==> src/hw/rtl/vct_pkg.sv <==
`timescale 1ns / 1ps

package vct_pkg;

	localparam int ValueW    = 16;
	localparam int IntervalW = 16;
	localparam int CmdW      = 2;

	localparam logic [CmdW-1:0] CMD_TICK    = 2'd0;
	localparam logic [CmdW-1:0] CMD_CHANGE  = 2'd1;
	localparam logic [CmdW-1:0] CMD_PRESS   = 2'd2;
	localparam logic [CmdW-1:0] CMD_RELEASE = 2'd3;

	localparam logic [IntervalW-1:0] IntervalReset = 16'd100;
	localparam logic [IntervalW-1:0] TicksMax      = '1;

	typedef struct packed {
		logic                     held;
		logic signed [ValueW-1:0] new_value;
		logic [CmdW-1:0]          command;
	} item_t;

	typedef struct packed {
		logic                     forwarded;
		logic signed [ValueW-1:0] out_value;
	} result_t;

	typedef struct packed {
		logic clock_valid;
		logic pending;
		logic armed;
		logic left_zero;
	} status_t;

endpackage

==> src/hw/rtl/vct_in_stage.sv <==
`timescale 1ns / 1ps

module vct_in_stage
	import vct_pkg::*;
(
	input  logic  clk,
	input  logic  arst_n,
	input  logic  load,
	input  logic  drain,
	input  item_t item_in,
	output logic  valid_s1,
	output item_t item_s1
);

	always_ff @(posedge clk or negedge arst_n) begin
		if (!arst_n) begin
			valid_s1 <= 1'b0;
		end else if (load) begin
			valid_s1 <= 1'b1;
		end else if (drain) begin
			valid_s1 <= 1'b0;
		end
	end

	always_ff @(posedge clk) begin
		if (load) begin
			item_s1 <= item_in;
		end
	end

endmodule

==> src/hw/rtl/vct_core.sv <==
`timescale 1ns / 1ps

module vct_core
	import vct_pkg::*;
(
	input  logic                 clk,
	input  logic                 arst_n,
	input  logic                 cfg_we,
	input  logic [IntervalW-1:0] cfg_wdata,
	input  logic                 fire,
	input  item_t                item_s1,
	output result_t              res_s2,
	output status_t              status
);

	logic [IntervalW-1:0] min_interval_q;
	logic [ValueW-1:0]    last_sent_q, last_sent_d;
	logic                 clock_valid_q, clock_valid_d;
	logic [IntervalW-1:0] elapsed_q, elapsed_d;
	logic [ValueW-1:0]    pending_value_q;
	logic                 pending_we;
	logic                 pending_q, pending_d;
	logic                 armed_q, armed_d;
	logic [IntervalW-1:0] left_q, left_d;
	logic                 try_fwd;
	logic [ValueW-1:0]    fwd_value;
	result_t              res_d;

	always_comb begin
		last_sent_d   = last_sent_q;
		clock_valid_d = clock_valid_q;
		elapsed_d     = elapsed_q;
		pending_d     = pending_q;
		armed_d       = armed_q;
		left_d        = left_q;
		pending_we    = 1'b0;
		try_fwd       = 1'b0;
		fwd_value     = item_s1.new_value;

		case (item_s1.command)
			CMD_TICK: begin
				if (elapsed_q != TicksMax) begin
					elapsed_d = elapsed_q + 1'b1;
				end
				if (armed_q) begin
					if (left_q <= IntervalW'(1)) begin
						armed_d = 1'b0;
						left_d  = '0;
						try_fwd = pending_q;
						fwd_value = pending_value_q;
					end else begin
						left_d = left_q - 1'b1;
					end
				end
			end
			CMD_CHANGE: begin
				if (!item_s1.held || !clock_valid_q || elapsed_q >= min_interval_q) begin
					try_fwd = 1'b1;
				end else begin
					pending_we = 1'b1;
					pending_d  = 1'b1;
					armed_d    = 1'b1;
					left_d     = min_interval_q - elapsed_q;
				end
			end
			CMD_PRESS: begin
				clock_valid_d = 1'b0;
			end
			default: begin
				try_fwd = 1'b1;
			end
		endcase

		res_d = '0;
		// Any forward attempt drops the pending value, even if it is then suppressed.
		if (try_fwd) begin
			pending_d = 1'b0;
			armed_d   = 1'b0;
			left_d    = '0;
			if (fwd_value != last_sent_q) begin
				last_sent_d     = fwd_value;
				clock_valid_d   = 1'b1;
				elapsed_d       = '0;
				res_d.forwarded = 1'b1;
				res_d.out_value = fwd_value;
			end
		end
	end

	always_ff @(posedge clk or negedge arst_n) begin
		if (!arst_n) begin
			min_interval_q <= IntervalReset;
			last_sent_q    <= '0;
			clock_valid_q  <= 1'b0;
			elapsed_q      <= '0;
			pending_q      <= 1'b0;
			armed_q        <= 1'b0;
			left_q         <= '0;
		end else begin
			if (cfg_we) begin
				min_interval_q <= cfg_wdata;
			end
			if (fire) begin
				last_sent_q   <= last_sent_d;
				clock_valid_q <= clock_valid_d;
				elapsed_q     <= elapsed_d;
				pending_q     <= pending_d;
				armed_q       <= armed_d;
				left_q        <= left_d;
			end
		end
	end

	always_ff @(posedge clk) begin
		if (fire && pending_we) begin
			pending_value_q <= item_s1.new_value;
		end
		if (fire) begin
			res_s2 <= res_d;
		end
	end

	assign status.clock_valid = clock_valid_q;
	assign status.pending     = pending_q;
	assign status.armed       = armed_q;
	assign status.left_zero   = (left_q == '0);

endmodule

==> src/hw/rtl/value_change_throttle.sv <==
`timescale 1ns / 1ps

// Channel   Direction  tdata                              tuser
// s_*       in         [15:0] new_value, [16] held        [1:0] command
// m_*       out        [15:0] out_value                   [0] forwarded
// cfg_*     in         [15:0] min_interval                -
//
// One event is taken every cycle unless a stall on m_tready holds the result; its
// result is loaded into the result register when the event in the input register fires.
// The state registers are updated in the same cycle as the result register.
// A stall on m_tready holds the result and the input register; s_tready drops
// only once both are full.
// arst_n clears the control state and sets min_interval to 100.

module value_change_throttle
	import vct_pkg::*;
(
	input  logic                 clk,
	input  logic                 arst_n,
	input  logic                 s_tvalid,
	output logic                 s_tready,
	input  logic [23:0]          s_tdata,  // [15:0] new_value, [16] held, zero pad
	input  logic [CmdW-1:0]      s_tuser,  // [1:0] command
	output logic                 m_tvalid,
	input  logic                 m_tready,
	output logic [ValueW-1:0]    m_tdata,  // [15:0] out_value
	output logic [0:0]           m_tuser,  // [0] forwarded
	input  logic                 cfg_we,
	input  logic [IntervalW-1:0] cfg_wdata
);

	item_t   item_in, item_s1;
	logic    valid_s1, load, fire;
	result_t res_s2;
	status_t status;

	assign item_in.command   = s_tuser;
	assign item_in.new_value = s_tdata[ValueW-1:0];
	assign item_in.held      = s_tdata[ValueW];

	// The event in the input register moves on whenever the result slot is free.
	assign fire     = valid_s1 && (!m_tvalid || m_tready);
	assign s_tready = !valid_s1 || fire;
	assign load     = s_tvalid && s_tready;

	vct_in_stage u_in_stage (
		.clk      (clk),
		.arst_n   (arst_n),
		.load     (load),
		.drain    (fire),
		.item_in  (item_in),
		.valid_s1 (valid_s1),
		.item_s1  (item_s1)
	);

	vct_core u_core (
		.clk       (clk),
		.arst_n    (arst_n),
		.cfg_we    (cfg_we),
		.cfg_wdata (cfg_wdata),
		.fire      (fire),
		.item_s1   (item_s1),
		.res_s2    (res_s2),
		.status    (status)
	);

	always_ff @(posedge clk or negedge arst_n) begin
		if (!arst_n) begin
			m_tvalid <= 1'b0;
		end else if (fire) begin
			m_tvalid <= 1'b1;
		end else if (m_tready) begin
			m_tvalid <= 1'b0;
		end
	end

	assign m_tdata    = res_s2.out_value;
	assign m_tuser[0] = res_s2.forwarded;

`ifndef NO_ASSERTIONS
	a_armed_iff_pending: assert property (@(posedge clk) disable iff (!arst_n)
		status.armed == status.pending)
		else $error("trailing timer and pending value disagree");

	a_armed_left: assert property (@(posedge clk) disable iff (!arst_n)
		status.armed |-> !status.left_zero)
		else $error("armed timer with nothing left to count");

	a_fwd_starts_clock: assert property (@(posedge clk) disable iff (!arst_n)
		$past(fire) && m_tuser[0] |-> status.clock_valid)
		else $error("forwarded beat without a running interval clock");

	a_quiet_zero: assert property (@(posedge clk) disable iff (!arst_n)
		m_tvalid && !m_tuser[0] |-> m_tdata == '0)
		else $error("non-forwarded beat carries a value");
`endif

endmodule

==> config.mk <==
export PLATFORM = sky130hd
export DESIGN_NAME = value_change_throttle
export DESIGN_NICKNAME = d
export VERILOG_FILES = /design/src/hw/rtl/vct_pkg.sv /design/src/hw/rtl/vct_in_stage.sv /design/src/hw/rtl/vct_core.sv /design/src/hw/rtl/value_change_throttle.sv
export SDC_FILE = /design/constraint.sdc
export NUM_CORES = 1
export LEC_CHECK = 0
export BUFFER_PORTS_ARGS = -buffer_cell sky130_fd_sc_hd__buf_2
export CORE_MARGIN = 2
export CORE_UTILIZATION = 42
export CTS_CLUSTER_SIZE = 40
export DETAILED_ROUTE_END_ITERATION = 7
export PLACE_DENSITY = 0.6
export SLEW_MARGIN = 0
export SYNTH_ARGS = -nofsm -noshare
export SYNTH_HDL_FRONTEND = slang
export SYNTH_SLANG_ARGS = --single-unit
==> constraint.sdc <==
create_clock -name clk -period 3.3 [get_ports clk]
set_input_delay 0.33 -clock clk [delete_from_list [all_inputs] [get_ports clk]]
set_output_delay 0.33 -clock clk [all_outputs]
set_load 0.01 [all_outputs]
# Word level (Yosys, flattened, before mapping)

Index checks and enable logic that the tools add are counted.

Output and inout port bits: 19
Input bits: 47
Word-level logic and storage cells: 81
Flip-flop bits (word level): 121

Reduce and logical (&&, ||, !) cells: 21
Mux-type cells: 33
Add/sub/neg operators: 3
$lt $le $gt $ge: 2
Equal/unequal tests: 7

Operator list:

| cell                    | count |
|---|---|
| $mux W16                | 11 |
| $pmux W16 S2            | 1 |
| $mux W1                 | 18 |
| $mux W17                | 1 |
| $add A16 B1 Y16 const B | 1 |
| $ge A16 B16 Y1          | 1 |
| $le A16 B1 Y1 const B   | 1 |
| $ne A16 B16 Y1          | 1 |
| $ne A16 B16 Y1 const B  | 1 |
| $sub A16 B1 Y16 const B | 1 |
| $sub A16 B16 Y16        | 1 |
| $reduce_and A3 Y1       | 3 |
| $reduce_bool A2 Y1      | 3 |
| $logic_not A1 Y1        | 4 |
| $logic_or A1 B1 Y1      | 4 |
| $reduce_and A4 Y1       | 1 |
| $logic_and A1 B1 Y1     | 3 |
| $ne A3 B1 Y1 const B    | 1 |
| $ne A3 B2 Y1 const B    | 1 |
| $pmux W1 S3             | 1 |
| $reduce_bool A3 Y1      | 1 |
| $eq A2 B1 Y1 const B    | 1 |
| $eq A2 B2 Y1 const B    | 1 |
| $logic_not A2 Y1        | 1 |
| other kinds (3)         | 3 |

# Logic depth before layout (Yosys ltp)

Gate-level depths: netlist of run 1.

Depth after elaboration: 7
Mapped depth: 13
Gate-level depth less buffers: 12

# By module

From an unflattened synthesis of run 1, not the netlist that was laid out.

Cells, all modules: 592
Area, all modules: 6421.2 um^2

By module, submodules not included:

| module                | cells an instance | seq. area each (um^2) | instances | area an instance (um^2) |
|---|---|---|---|---|
| vct_core              | 563               | 2671.3                | 1         | 5745.5 |
| vct_in_stage          | 22                | 595.6                 | 1         | 606.8 |
| value_change_throttle | 7                 | 25.0                  | 1         | 68.8 |

# Least setup slack after synthesis of run 1

OpenSTA, ideal clock, no wires.

Kind: register -> register
From: register u_core.elapsed_q[0]
To: register u_core.last_sent_q[11]
Path slack: 0.521 ns
Required time: 3.221 ns
Cell stages (with the launch flop): 12
Arrival: 2.700 ns
Path buffers: 1
Path through: dfrtp_1 ha_1 inv_1 fa_1 nand3_1 a21oi_1 o311a_1 o2111ai_1 nand2_1 a211oi_4 buf_6 mux2i_1

Longest elaborated chain between the ends: 5

RTL lines:

| item                        | line            | RTL |
|---|---|---|
| start, declared             | vct_core.sv:19  | `logic [IntervalW-1:0] elapsed_q, elapsed_d;` |
| start signal, assigned      | vct_core.sv:106 | `elapsed_q <= elapsed_d;` |
| $ge A16 B16 Y1              | vct_core.sv:57  | `if (!item_s1.held \|\| !clock_valid_q \|\| elapsed_q >= min_interval_q) begin` |
| $logic_or A1 B1 Y1          | vct_core.sv:57  |  |
| $mux W1                     | vct_core.sv:57  |  |
| $pmux W1 S3                 | vct_core.sv:40  | `case (item_s1.command)` |
| $reduce_and A3 Y1 (no line) | --              |  |
| end signal, assigned        | vct_core.sv:104 | `last_sent_q <= last_sent_d;` |
| end, declared               | vct_core.sv:17  | `logic [ValueW-1:0] last_sent_q, last_sent_d;` |

Every way passes these cells.
A chain may end at the register's enable or synchronous reset.

# Final worst setup path of run 1

From: register u_core.min_interval_q[0]
To: register u_core.last_sent_q[9]

Longest elaborated chain between the ends: 5

RTL lines:

| item                        | line            | RTL |
|---|---|---|
| start, declared             | vct_core.sv:16  | `logic [IntervalW-1:0] min_interval_q;` |
| start signal, assigned      | vct_core.sv:92  | `min_interval_q <= IntervalReset;` |
| start signal, assigned      | vct_core.sv:101 | `min_interval_q <= cfg_wdata;` |
| $ge A16 B16 Y1              | vct_core.sv:57  |  |
| $logic_or A1 B1 Y1          | vct_core.sv:57  |  |
| $mux W1                     | vct_core.sv:57  |  |
| $pmux W1 S3                 | vct_core.sv:40  |  |
| $reduce_and A3 Y1 (no line) | --              |  |

Every way passes these cells.

==> summary.txt, run 1 <==
STATUS
----------------------------------------------------------------------------------------
Status                                                                         completed

CLOCKING
----------------------------------------------------------------------------------------
# clock sinks                                                                        121
Buffers from clock root to sink, at most                                               2
CTS buffer count                                                                      17
CTS H-tree lvls                                                                        4
Latest clock arrival within the worst-skew pair                                   420 ps
Gates resized, CTS repair                                                              0
Clk Tree Root Cell                                                          sky130_fd_sc_hd__clkbuf_16
Clock tree from TritonCTS                                                            yes
CTS clk-pin slew, worst paths                                                      50 ps
Number of buffers inserted to repair setup after CTS                                   0
Number of buffers added to fix hold violations after cts                               0

CRITICAL PATH
----------------------------------------------------------------------------------------
Launch point of the worst reg-to-reg path                                   u_core.min_interval_q[0]
Worst r2r path cells                                                                  12
Category of the most critical setup path                                    flop to flop
Critical path required time                                                      3640 ps
Minimum setup slack among reg-to-reg paths                                        240 ps
Largest fanout of any net on the critical path                                        10
Endpoint of the worst-slack reg-to-reg timing path                          u_core.last_sent_q[9]
Crit path launch                                                            u_core.min_interval_q[0]
Critical path data arrival time                                                  3400 ps
Crit start category                                                                 flop
Worst setup EP type                                                                 flop

POWER AND IR DROP
----------------------------------------------------------------------------------------
Switching share of power                                                           33.3%
Fraction of power consumed by combinational cells                                  28.2%
Power dissipated by switching net loads                                          1800 µW
Power density cells                                                           715 nW/µm²
Relative contribution of sequential cells to total power                           39.1%
Highest ir drop seen on vdd                                                   0.000386 V
Static leakage                                                                0.00308 µW
Clk network pwr share                                                              32.7%
Int Pwr                                                                          3600 µW

SYNTHESIS
----------------------------------------------------------------------------------------
Leading cell types by total area after synthesis                            sky130_fd_sc_hd__dfrtp_1 26%, sky130_fd_sc_hd__edfxtp_1 25%, sky130_fd_sc_hd__mux2i_1 5.0%
Cell Area, Synth                                                                6370 µm²
Predominant post-synthesis flop cell                                        sky130_fd_sc_hd__dfrtp_1
EDFF count, synth                                                                     52
Ys Warns                                                                               0
Number of cells produced by synthesis                                                591
Total nets after synthesis                                                           658
Synth top area share                                                               25.9%
Post-synthesis cell type with the largest combined area                     sky130_fd_sc_hd__dfrtp_1
FFs w/ async S/R, synth                                                            57.0%
Number of storage elements in the synthesis netlist                                  121
Post-Synthesis Mean Instance Area                                               10.8 µm²
Proportion of synthesized chip area in sequential cells                            51.7%
Distinct cells, synth                                                                 60

RUN
----------------------------------------------------------------------------------------
Count of max-cap constraint violations                                                 0

FINAL LAYOUT
----------------------------------------------------------------------------------------
Most common cell after layout, fill and taps aside                          sky130_fd_sc_hd__dfrtp_1
Area Growth Syn to Fin                                                             18.6%
Layout Cells excl Fill                                                               871
Post-route cell area                                                            7550 µm²
Footprint of the multi-input gates                                              2830 µm²
Diodes inserted                                                                        0
Fraction of final layout cells with drive strength greater than 1                  19.4%
Final nets                                                                           741
Top library cells by usage in the layout, fill and taps aside               66 x sky130_fd_sc_hd__dfrtp_1, 58 x sky130_fd_sc_hd__nor2_1, 58 x sky130_fd_sc_hd__buf_2, 52 x sky130_fd_sc_hd__edfxtp_1, 42 x sky130_fd_sc_hd__inv_1
Total of fill cells in the finished design                                          1314
Storage element area                                                            3290 µm²

GLOBAL ROUTING
----------------------------------------------------------------------------------------
Global-route wire length before repair                                          24400 µm
Largest net degree at the start of global routing                                     45
Remaining Overflow, GRT                                                                0
Total routing resource utilization after global routing                            19.5%
Initial antenna violation count                                                        0
Via count of the first global-routing pass                                          4706

STA
----------------------------------------------------------------------------------------
Slew @ Worst Pin                                                                 1050 ps
F_max                                                                            327 MHz
Worst slew margin                                                                  29.8%
Part of the cycle the worst path needs                                             92.7%
Final Max Slew Viols                                                                   0
Unrepaired setup endpoints after global routing                                    false
Clock tree skew after final layout                                               13.0 ps
Minimum clock period after layout                                                3060 ps
Number of hold violations in the final report                                          0
Final worst-path setup slack                                                      241 ps
Sum Neg Setup Slack                                                                 0 ps
Setup-failing EPs final                                                                0

DETAILED ROUTING
----------------------------------------------------------------------------------------
Number of remaining DRC errors                                                         0
Number of vias after detailed routing                                               4793
Routed WL per cell                                                               17.2 µm
Number of search-and-repair iterations in the first detailed-routing pass              8
Number of vias per cell after detailed routing                                      5.50
Total routed wirelength                                                         14900 µm
Number of violations reported at the end of detailed-routing iteration 0             380
Antenna Nets Post-Route                                                                0

DIE
----------------------------------------------------------------------------------------
Die outline area                                                               16200 µm²
I/O Pins                                                                              66
Core Box Area                                                                  14600 µm²
Die Y-Extent                                                                      127 µm
Row count                                                                             44
Die Wd                                                                            127 µm
Initial core utilization                                                           43.5%

PLACEMENT
----------------------------------------------------------------------------------------
Dpl ws                                                                            210 ps
Post-place instance area                                                        6980 µm²
Port Buffers                                                                          58
Post-detail-place hpwl                                                          10900 µm
GP Congestion                                                                      0.910
Total placed cells including tap cells                                               839

MIN PATH
----------------------------------------------------------------------------------------
Type of the most critical hold path                                         input pin to async pin

## cells by family after synthesis
group                    after synthesis  share of synthesized area [%]
AND/OR/NAND/NOR                      177                           13.6
flip-flops                           121                           51.7
AO/OA/AOI/OAI                        120                           12.5
buffers and inverters                 58                           3.87
XOR/XNOR                              48                           6.60
multiplexers                          47                           7.68
adder cells (fa/ha/maj)               20                           4.05
## per-layer routing
metal  wire, µm  track usage, %  vias up
met5          0               0        -
met4        167            6.72        0
met3        677            4.44       12
met2       6950            30.2      130
met1       7150            27.1     2347
li1           -               -     2304
## synthesized netlist by cell type (5+ instances only)
cell                       count
sky130_fd_sc_hd__a211oi_1      7
sky130_fd_sc_hd__nor4_1        7
sky130_fd_sc_hd__dfrtp_1      66
sky130_fd_sc_hd__edfxtp_1     52
sky130_fd_sc_hd__inv_1        42
sky130_fd_sc_hd__a21o_1       10
sky130_fd_sc_hd__mux2_2       15
sky130_fd_sc_hd__clkbuf_1      8
sky130_fd_sc_hd__ha_1         19
sky130_fd_sc_hd__and3_1        5
sky130_fd_sc_hd__nor2_1       58
sky130_fd_sc_hd__a21oi_1      25
sky130_fd_sc_hd__nand4_1      11
sky130_fd_sc_hd__mux2i_1      32
sky130_fd_sc_hd__nor3_1       19
sky130_fd_sc_hd__xor2_1       21
sky130_fd_sc_hd__o21ai_0      36
sky130_fd_sc_hd__xnor2_1      27
sky130_fd_sc_hd__nand2_1      39
sky130_fd_sc_hd__nand3_1      12
sky130_fd_sc_hd__or3_1         6
## power groups by stage
stage          Sequential (µW)  Combinational (µW)  Clock (µW)
6_report                  2110                1520        1770
5_1_grt                   2150                1700        1850
3_3_place_gp              2120                1470           0
2_1_floorplan             2090                1070           0
4_1_cts                   2110                1510        1800
3_5_place_dp              2130                1500           0
## flip-flops by register name, summed over array words and instances, names as in the netlist, 16 cells and up
register and count:
u_core.left_q 16, u_core.res_s2 17, u_core.last_sent_q 16, u_core.min_interval_q 16, u_core.elapsed_q 16, u_core.pending_value_q 16
u_in_stage.item_s1 19
## per-stage QoR
step                util, %  power [µW]  hold slack, ps
CTS                    51.5        5430            66.9
global route           51.6        5710            66.9
floorplan                 -        3160            34.4
finish                 51.6        5400            73.8
global placement       47.7        3590             468
detailed placement     47.7        3640             478
## final cells by class
class	instances	share of cell area, %
flip-flops and latches	121	43.6
multi-input cells	412	37.5
clock buffers	22	6.28
repair buffers	78	6.16
well taps	184	3.05
inverters	44	2.19
clock inverters	10	1.24
## worst max-delay path, cell delays in order (launching register included)
cell	delay, ps
sky130_fd_sc_hd__dfrtp_1	360
sky130_fd_sc_hd__inv_1	100
sky130_fd_sc_hd__ha_1	180
sky130_fd_sc_hd__inv_1	70
sky130_fd_sc_hd__fa_1	450
sky130_fd_sc_hd__nand3_1	110
sky130_fd_sc_hd__a21oi_1	80
sky130_fd_sc_hd__o311a_1	350
sky130_fd_sc_hd__o2111ai_1	300
sky130_fd_sc_hd__nand2_2	180
sky130_fd_sc_hd__a211oi_4	300
sky130_fd_sc_hd__buf_4	290
sky130_fd_sc_hd__mux2i_1	210
## how the worst max path moves through the flow
| stage | end | depth (start not counted) |
|---|---|---|
| CTS | u_core.last_sent_q[9] | 12 |
| finish | u_core.last_sent_q[9] | 12 |
| global route | u_core.elapsed_q[1] | 9 |
| global placement | u_core.last_sent_q[12] | 12 |
| floorplan | u_core.last_sent_q[11] | 11 |
| detailed placement | u_core.last_sent_q[14] | 12 |
Note: power is estimated with default switching activity, not from simulation.
==> inputs of run 2 (changes only) <==
--- a/config.mk
+++ b/config.mk
@@ -6,11 +6,14 @@
 export NUM_CORES = 1
 export LEC_CHECK = 0
 export BUFFER_PORTS_ARGS = -buffer_cell sky130_fd_sc_hd__buf_2
+export CELL_PAD_IN_SITES_DETAIL_PLACEMENT = 0
+export CELL_PAD_IN_SITES_GLOBAL_PLACEMENT = 2
 export CORE_MARGIN = 2
-export CORE_UTILIZATION = 42
+export CORE_UTILIZATION = 39
 export CTS_CLUSTER_SIZE = 40
 export DETAILED_ROUTE_END_ITERATION = 7
-export PLACE_DENSITY = 0.6
+export PLACE_DENSITY = 0.8
+export RECOVER_POWER = 100
 export SLEW_MARGIN = 0
 export SYNTH_ARGS = -nofsm -noshare
 export SYNTH_HDL_FRONTEND = slang
==> run 2 against run 1 <==
The run now ends with max-capacitance violations, max-slew violations left. Largest power group unchanged. Largest cell class unchanged. Critical path type unchanged. Final cell count increased by 3.7%. Power increased by 0.43%. Design area decreased by 0.13%. Sequential power about the same. Count of clock-buffer cells in the layout increased by 3. Utilization decreased by 4.3 points. Via count decreased by 2.4%. Clock skew decreased by 2.3 ps. Wire length increased by 3.2%.
==> summary.txt, run 2 (synthesized netlist as in run 1, its figures left out) <==
STATUS
----------------------------------------------------------------------------------------
Status                                                                      finished with violations
Violations in the final reports                                             max-capacitance violations, max-slew violations

DETAILED ROUTING
----------------------------------------------------------------------------------------
Number of remaining DRC errors                                                         0
Routed WL per cell                                                               17.1 µm
Number of vias per cell after detailed routing                                      5.18
Antenna Nets Post-Route                                                                0
Total routed wirelength                                                         15400 µm
Number of search-and-repair iterations in the first detailed-routing pass              5
Number of vias after detailed routing                                               4676
Number of violations reported at the end of detailed-routing iteration 0             312

STA
----------------------------------------------------------------------------------------
Final Max Slew Viols                                                                  34
F_max                                                                            326 MHz
Clock tree skew after final layout                                               10.6 ps
Part of the cycle the worst path needs                                             93.0%
Slew @ Worst Pin                                                                 1810 ps
Sum Neg Setup Slack                                                                 0 ps
Worst slew margin                                                                 -20.9%
Minimum clock period after layout                                                3070 ps
Number of hold violations in the final report                                          0
Setup-failing EPs final                                                                0
Unrepaired setup endpoints after global routing                                    false

CRITICAL PATH
----------------------------------------------------------------------------------------
Critical path data arrival time                                                  3400 ps
Largest fanout of any net on the critical path                                        22
Critical path required time                                                      3640 ps
Category of the most critical setup path                                    flop to flop
Cell family contributing the most delay on the critical path                compound AO/OA/AOI/OAI gates
Crit start category                                                                 flop
Worst path max stage delay                                                        450 ps
Sum of buffers and inverters on the critical path                                      2
Chain of cells forming the critical path                                    ha_1, inv_1, fa_1, nand3_1, a21oi_1, o311a_1, o2111ai_1, nand2_1, a211oi_2, buf_12, mux2i_1
Slowest cell on the critical path                                           sky130_fd_sc_hd__fa_1
Worst setup EP type                                                                 flop

FINAL LAYOUT
----------------------------------------------------------------------------------------
Diodes inserted                                                                        0
Final nets                                                                           741
Top library cells by usage in the layout, fill and taps aside               66 x sky130_fd_sc_hd__dfrtp_1, 58 x sky130_fd_sc_hd__nor2_1, 52 x sky130_fd_sc_hd__edfxtp_1, 42 x sky130_fd_sc_hd__inv_1
Storage element area                                                            3290 µm²
Layout Cells excl Fill                                                               903
Flip-flop count of the largest register, all copies and words added                   19
Fraction of final layout cells with drive strength greater than 1                  15.1%
Most common cell after layout, fill and taps aside                          sky130_fd_sc_hd__dfrtp_1
Area Growth Syn to Fin                                                             18.5%
Total of fill cells in the finished design                                          1523
Most flops, register                                                        u_in_stage.item_s1
Top flop regs                                                               u_in_stage.item_s1: 19 flops, u_core.res_s2: 17 flops
Footprint of the multi-input gates                                              2820 µm²

DIE
----------------------------------------------------------------------------------------
Initial core utilization                                                           39.9%
I/O Pins                                                                              66
Die outline area                                                               17400 µm²
Die Y-Extent                                                                      132 µm
Row count                                                                             46
Die Wd                                                                            132 µm
Core Box Area                                                                  15900 µm²

POWER AND IR DROP
----------------------------------------------------------------------------------------
Highest ir drop seen on vdd                                                   0.000417 V
Clk network pwr share                                                              33.2%
Fraction of power consumed by combinational cells                                  27.8%
Relative contribution of sequential cells to total power                           39.0%
Switching share of power                                                           33.3%
Int Pwr                                                                          3620 µW
Power dissipated by switching net loads                                          1800 µW
Static leakage                                                                0.00301 µW
Total chip power                                                                 5420 µW
Power density cells                                                           719 nW/µm²

CLOCKING
----------------------------------------------------------------------------------------
Clk Tree Root Cell                                                          sky130_fd_sc_hd__clkbuf_16
CTS clk-pin slew, worst paths                                                      60 ps
Clock tree from TritonCTS                                                            yes
Gates resized, CTS repair                                                              0
Number of buffers added to fix hold violations after cts                               1
Number of buffers inserted to repair setup after CTS                                   0
Buffers from clock root to sink, at most                                               2
CTS H-tree lvls                                                                        4
CTS buffer count                                                                      17
Latest clock arrival within the worst-skew pair                                   420 ps
# clock sinks                                                                        121

GLOBAL ROUTING
----------------------------------------------------------------------------------------
Total routing resource utilization after global routing                            18.4%
Remaining Overflow, GRT                                                                0
Global-route wire length before repair                                          25000 µm
Initial antenna violation count                                                        0
Via count of the first global-routing pass                                          4687
Largest net degree at the start of global routing                                     38

PLACEMENT
----------------------------------------------------------------------------------------
Port Buffers                                                                          58
Total placed cells including tap cells                                               870
Post-detail-place hpwl                                                          11200 µm
GP Congestion                                                                      0.850

RUN
----------------------------------------------------------------------------------------
Count of max-cap constraint violations                                                 1

MIN PATH
----------------------------------------------------------------------------------------
Type of the most critical hold path                                         input pin to flop

==> run 2: changes by cell type in the layout (fill, tap and decap cells not counted), moves of 2 or more <==
cell and change:
sky130_fd_sc_hd__and2_0 +2, sky130_fd_sc_hd__and2_1 -2, sky130_fd_sc_hd__buf_2 -19, sky130_fd_sc_hd__buf_4 -4, sky130_fd_sc_hd__clkbuf_1 +27, sky130_fd_sc_hd__clkbuf_8 -2
sky130_fd_sc_hd__inv_6 -2
==> run 2: power groups by stage <==
stage               Combinational, µW  Sequential (µW)  Clock [µW]
floorplan                        1070             2090           0
global placement                 1490             2130           0
CTS                              1530             2110        1840
finish                           1510             2110        1800
global route                     1680             2160        1910
detailed placement               1510             2140           0
==> run 2: cell type report <==
type / instances / area share [%]
clock buffers: 25 / 6.17
clock inverters: 7 / 1.26
inverters: 44 / 2.19
multi-input cells: 412 / 37.4
flip-flops and latches: 121 / 43.7
well taps: 216 / 3.58
repair buffers: 78 / 5.74
==> run 2: metal layers <==
layer	routed length (µm)	vias to the layer above	GRT usage (%)	part of all wire (%)
li1	-	2302	-	-
met1	7640	2267	26.0	50
met2	6960	91	28.3	45
met3	624	16	4.08	4.0
met4	195	0	5.68	1.3
met5	0	-	0	0
==> run 2: metrics by stage <==
stage          instance area [µm²]  util, %  setup WS, ps  hold slack, ps
2_1_floorplan                 6370        -           521            34.4
6_report                      7540     47.3           232            84.4
4_1_cts                       7600     47.6           252            67.4
3_5_place_dp                  7030     44.1           269             441
3_3_place_gp                  7030     44.1           302             417
5_1_grt                       7540     47.3          35.4            67.8
==> run 2: final timing paths <==
path	from	to	slack, ps	cells past startpoint
hold reg to reg	u_core.clock_valid_q	u_core.clock_valid_q	480	1
hold / removal	s_tdata[3]	u_in_stage.item_s1[5]	80	1
min in group asynchronous	arst_n	u_core.min_interval_q[0]	950	2
setup reg to reg	u_core.elapsed_q[0]	u_core.last_sent_q[6]	230	11
setup / recovery	u_core.elapsed_q[0]	u_core.last_sent_q[6]	230	11
max in group asynchronous	arst_n	u_core.elapsed_q[1]	600	3
==> inputs of run 3 (changes only) <==
--- a/config.mk
+++ b/config.mk
@@ -9,10 +9,10 @@
 export CELL_PAD_IN_SITES_DETAIL_PLACEMENT = 0
 export CELL_PAD_IN_SITES_GLOBAL_PLACEMENT = 2
 export CORE_MARGIN = 2
-export CORE_UTILIZATION = 39
+export CORE_UTILIZATION = 32
 export CTS_CLUSTER_SIZE = 40
 export DETAILED_ROUTE_END_ITERATION = 7
-export PLACE_DENSITY = 0.8
+export PLACE_DENSITY = 0.68
 export RECOVER_POWER = 100
 export SLEW_MARGIN = 0
 export SYNTH_ARGS = -nofsm -noshare
==> run 3 against run 2 <==
The run still ends with max-capacitance violations, max-slew violations left. Register-to-register slack barely moved. Clock skew grew 9.3 ps. Critical path type unchanged. Sequential cell count is the same. Critical endpoint is now u_core.elapsed_q[1].
==> summary.txt, run 3 (synthesized netlist as in run 1, its figures left out) <==
STATUS
----------------------------------------------------------------------------------------
Status                                                                      finished with violations
Violations in the final reports                                             max-capacitance violations, max-slew violations

CLOCKING
----------------------------------------------------------------------------------------
Clk Tree Root Cell                                                          sky130_fd_sc_hd__clkbuf_16
Clock tree from TritonCTS                                                            yes
Latest clock arrival within the worst-skew pair                                   430 ps
CTS H-tree lvls                                                                        4
Number of buffers added to fix hold violations after cts                               0
Gates resized, CTS repair                                                              0
Buffers from clock root to sink, at most                                               2
Number of buffers inserted to repair setup after CTS                                   0
# clock sinks                                                                        121
CTS clk-pin slew, worst paths                                                      70 ps
CTS buffer count                                                                      17

CRITICAL PATH
----------------------------------------------------------------------------------------
Largest fanout of any net on the critical path                                         9
Worst setup EP type                                                                 flop
Category of the most critical setup path                                    flop to flop
Crit start category                                                                 flop
Critical path required time                                                      3620 ps
Critical path data arrival time                                                  3390 ps

DETAILED ROUTING
----------------------------------------------------------------------------------------
Top routing layer used                                                              met4
Number of vias after detailed routing                                               4758
Metal1 wirelength                                                                8190 µm
Number of violations reported at the end of detailed-routing iteration 0             316
Detailed-routed wire length on met3                                               668 µm
Met2 layer wire length in the routed design                                      7570 µm
Routed WL per cell                                                               17.4 µm
Number of search-and-repair iterations in the first detailed-routing pass              5
Total routed wirelength                                                         16600 µm
Number of vias per cell after detailed routing                                      5.01
Number of remaining DRC errors                                                         0
Antenna Nets Post-Route                                                                0

FINAL LAYOUT
----------------------------------------------------------------------------------------
Total of fill cells in the finished design                                          1917
Top flop regs                                                               u_in_stage.item_s1: 19 flops, u_core.res_s2: 17 flops
Layout Cells excl Fill                                                               950
Final nets                                                                           739
Area Growth Syn to Fin                                                             19.9%
Diodes inserted                                                                        0
Top library cells by usage in the layout, fill and taps aside               66 x sky130_fd_sc_hd__dfrtp_1, 58 x sky130_fd_sc_hd__nor2_1, 52 x sky130_fd_sc_hd__edfxtp_1, 43 x sky130_fd_sc_hd__inv_1, 39 x sky130_fd_sc_hd__nand2_1
Fraction of final layout cells with drive strength greater than 1                  15.5%
Flip-flop count of the largest register, all copies and words added                   19
Most flops, register                                                        u_in_stage.item_s1
Most common cell after layout, fill and taps aside                          sky130_fd_sc_hd__dfrtp_1

GLOBAL ROUTING
----------------------------------------------------------------------------------------
Via count of the first global-routing pass                                          4785
Remaining Overflow, GRT                                                                0
Initial antenna violation count                                                        0
Largest net degree at the start of global routing                                     70
Total routing resource utilization after global routing                            16.5%
Global-route wire length before repair                                          26900 µm

STA
----------------------------------------------------------------------------------------
Worst slew margin                                                                 -27.6%
Slew @ Worst Pin                                                                 1910 ps
Number of hold violations in the final report                                          0
Sum Neg Setup Slack                                                                 0 ps
Minimum clock period after layout                                                3070 ps
Final Max Slew Viols                                                                  70
Part of the cycle the worst path needs                                             92.9%
Clock tree skew after final layout                                               20.0 ps
Worst hold slack across all endpoints                                            72.2 ps
F_max                                                                            326 MHz
Final worst-path setup slack                                                      234 ps
Setup-failing EPs final                                                                0
Unrepaired setup endpoints after global routing                                    false

DIE
----------------------------------------------------------------------------------------
Die Wd                                                                            145 µm
Core Box Area                                                                  19500 µm²
Row count                                                                             51
Die outline area                                                               21000 µm²
Die Y-Extent                                                                      145 µm
Initial core utilization                                                           32.7%
I/O Pins                                                                              66

PLACEMENT
----------------------------------------------------------------------------------------
Port Buffers                                                                          58
Post-detail-place hpwl                                                          11900 µm
Dpl ws                                                                            249 ps
GP Congestion                                                                      0.786
Total placed cells including tap cells                                               918

RUN
----------------------------------------------------------------------------------------
Count of max-cap constraint violations                                                 1

POWER AND IR DROP
----------------------------------------------------------------------------------------
Highest ir drop seen on vdd                                                   0.000368 V
Total chip power                                                                 5590 µW
Static leakage                                                                0.00302 µW
Power density cells                                                           733 nW/µm²

MIN PATH
----------------------------------------------------------------------------------------
Type of the most critical hold path                                         input pin to flop

## run 3: cell count changes in the layout (fill, tap and decap cells not counted), sizes merged
cell,change
dlygate4sd3,-1
inv,+10
clkinvlp,-1
clkbuf,-3
clkinv,-1
buf,-6
## run 3: metrics by stage
step,cell area (µm²),util [%]
6_report,7630,39.2
5_1_grt,7630,39.2
4_1_cts,7690,39.5
3_5_place_dp,7070,36.3
3_3_place_gp,7070,36.3
2_1_floorplan,6370,-
## run 3: final timing paths
check | slack [ps] | start | to | cells after the start
setup / recovery | 230 | u_core.left_q[0] | u_core.elapsed_q[1] | 11
max in group asynchronous | 1620 | arst_n | u_core.left_q[2] | 2
hold reg to reg | 520 | u_in_stage.item_s1[2] | u_core.pending_value_q[0] | 0
hold / removal | 70 | s_tdata[7] | u_in_stage.item_s1[9] | 1
min in group asynchronous | 480 | arst_n | u_core.last_sent_q[11] | 2
setup reg to reg | 230 | u_core.left_q[0] | u_core.elapsed_q[1] | 11
## run 3: critical path, cell delays in order, from the launching register on
cell                        delay [ps]
sky130_fd_sc_hd__dfrtp_1           370
sky130_fd_sc_hd__inv_1             110
sky130_fd_sc_hd__ha_1              230
sky130_fd_sc_hd__o211a_1           280
sky130_fd_sc_hd__and3_1            270
sky130_fd_sc_hd__buf_4             220
sky130_fd_sc_hd__or3_1             400
sky130_fd_sc_hd__a2bb2oi_2         270
sky130_fd_sc_hd__a21o_1            180
sky130_fd_sc_hd__clkbuf_1          250
sky130_fd_sc_hd__inv_1             140
sky130_fd_sc_hd__o31ai_1           250
## run 3: layer usage
metal  track usage [%]  vias to the layer above
li1                  -                     2315
met2              24.9                      100
met3              4.03                       14
met1              23.7                     2329
met5                 0                        -
met4              4.60                        0
## run 3: final cells by class
type	instances	area, µm²	share of cell area [%]
Clock buffer	17	425	5.57
Clock inverter	15	195	2.56
Inverter	44	165	2.16
Multi-Input combinational cell	412	2830	37.0
Sequential cell	121	3290	43.1
Tap cell	265	332	4.34
Timing Repair Buffer	76	395	5.18
## run 3: report_power, final
part,switching (µW),leakage [µW],total [µW],internal [µW]
Clock,811,0.000304,1970,1160
Combinational,888,0.00137,1500,614
Sequential,271,0.00135,2120,1850
Total,1970,0.00302,5590,3620
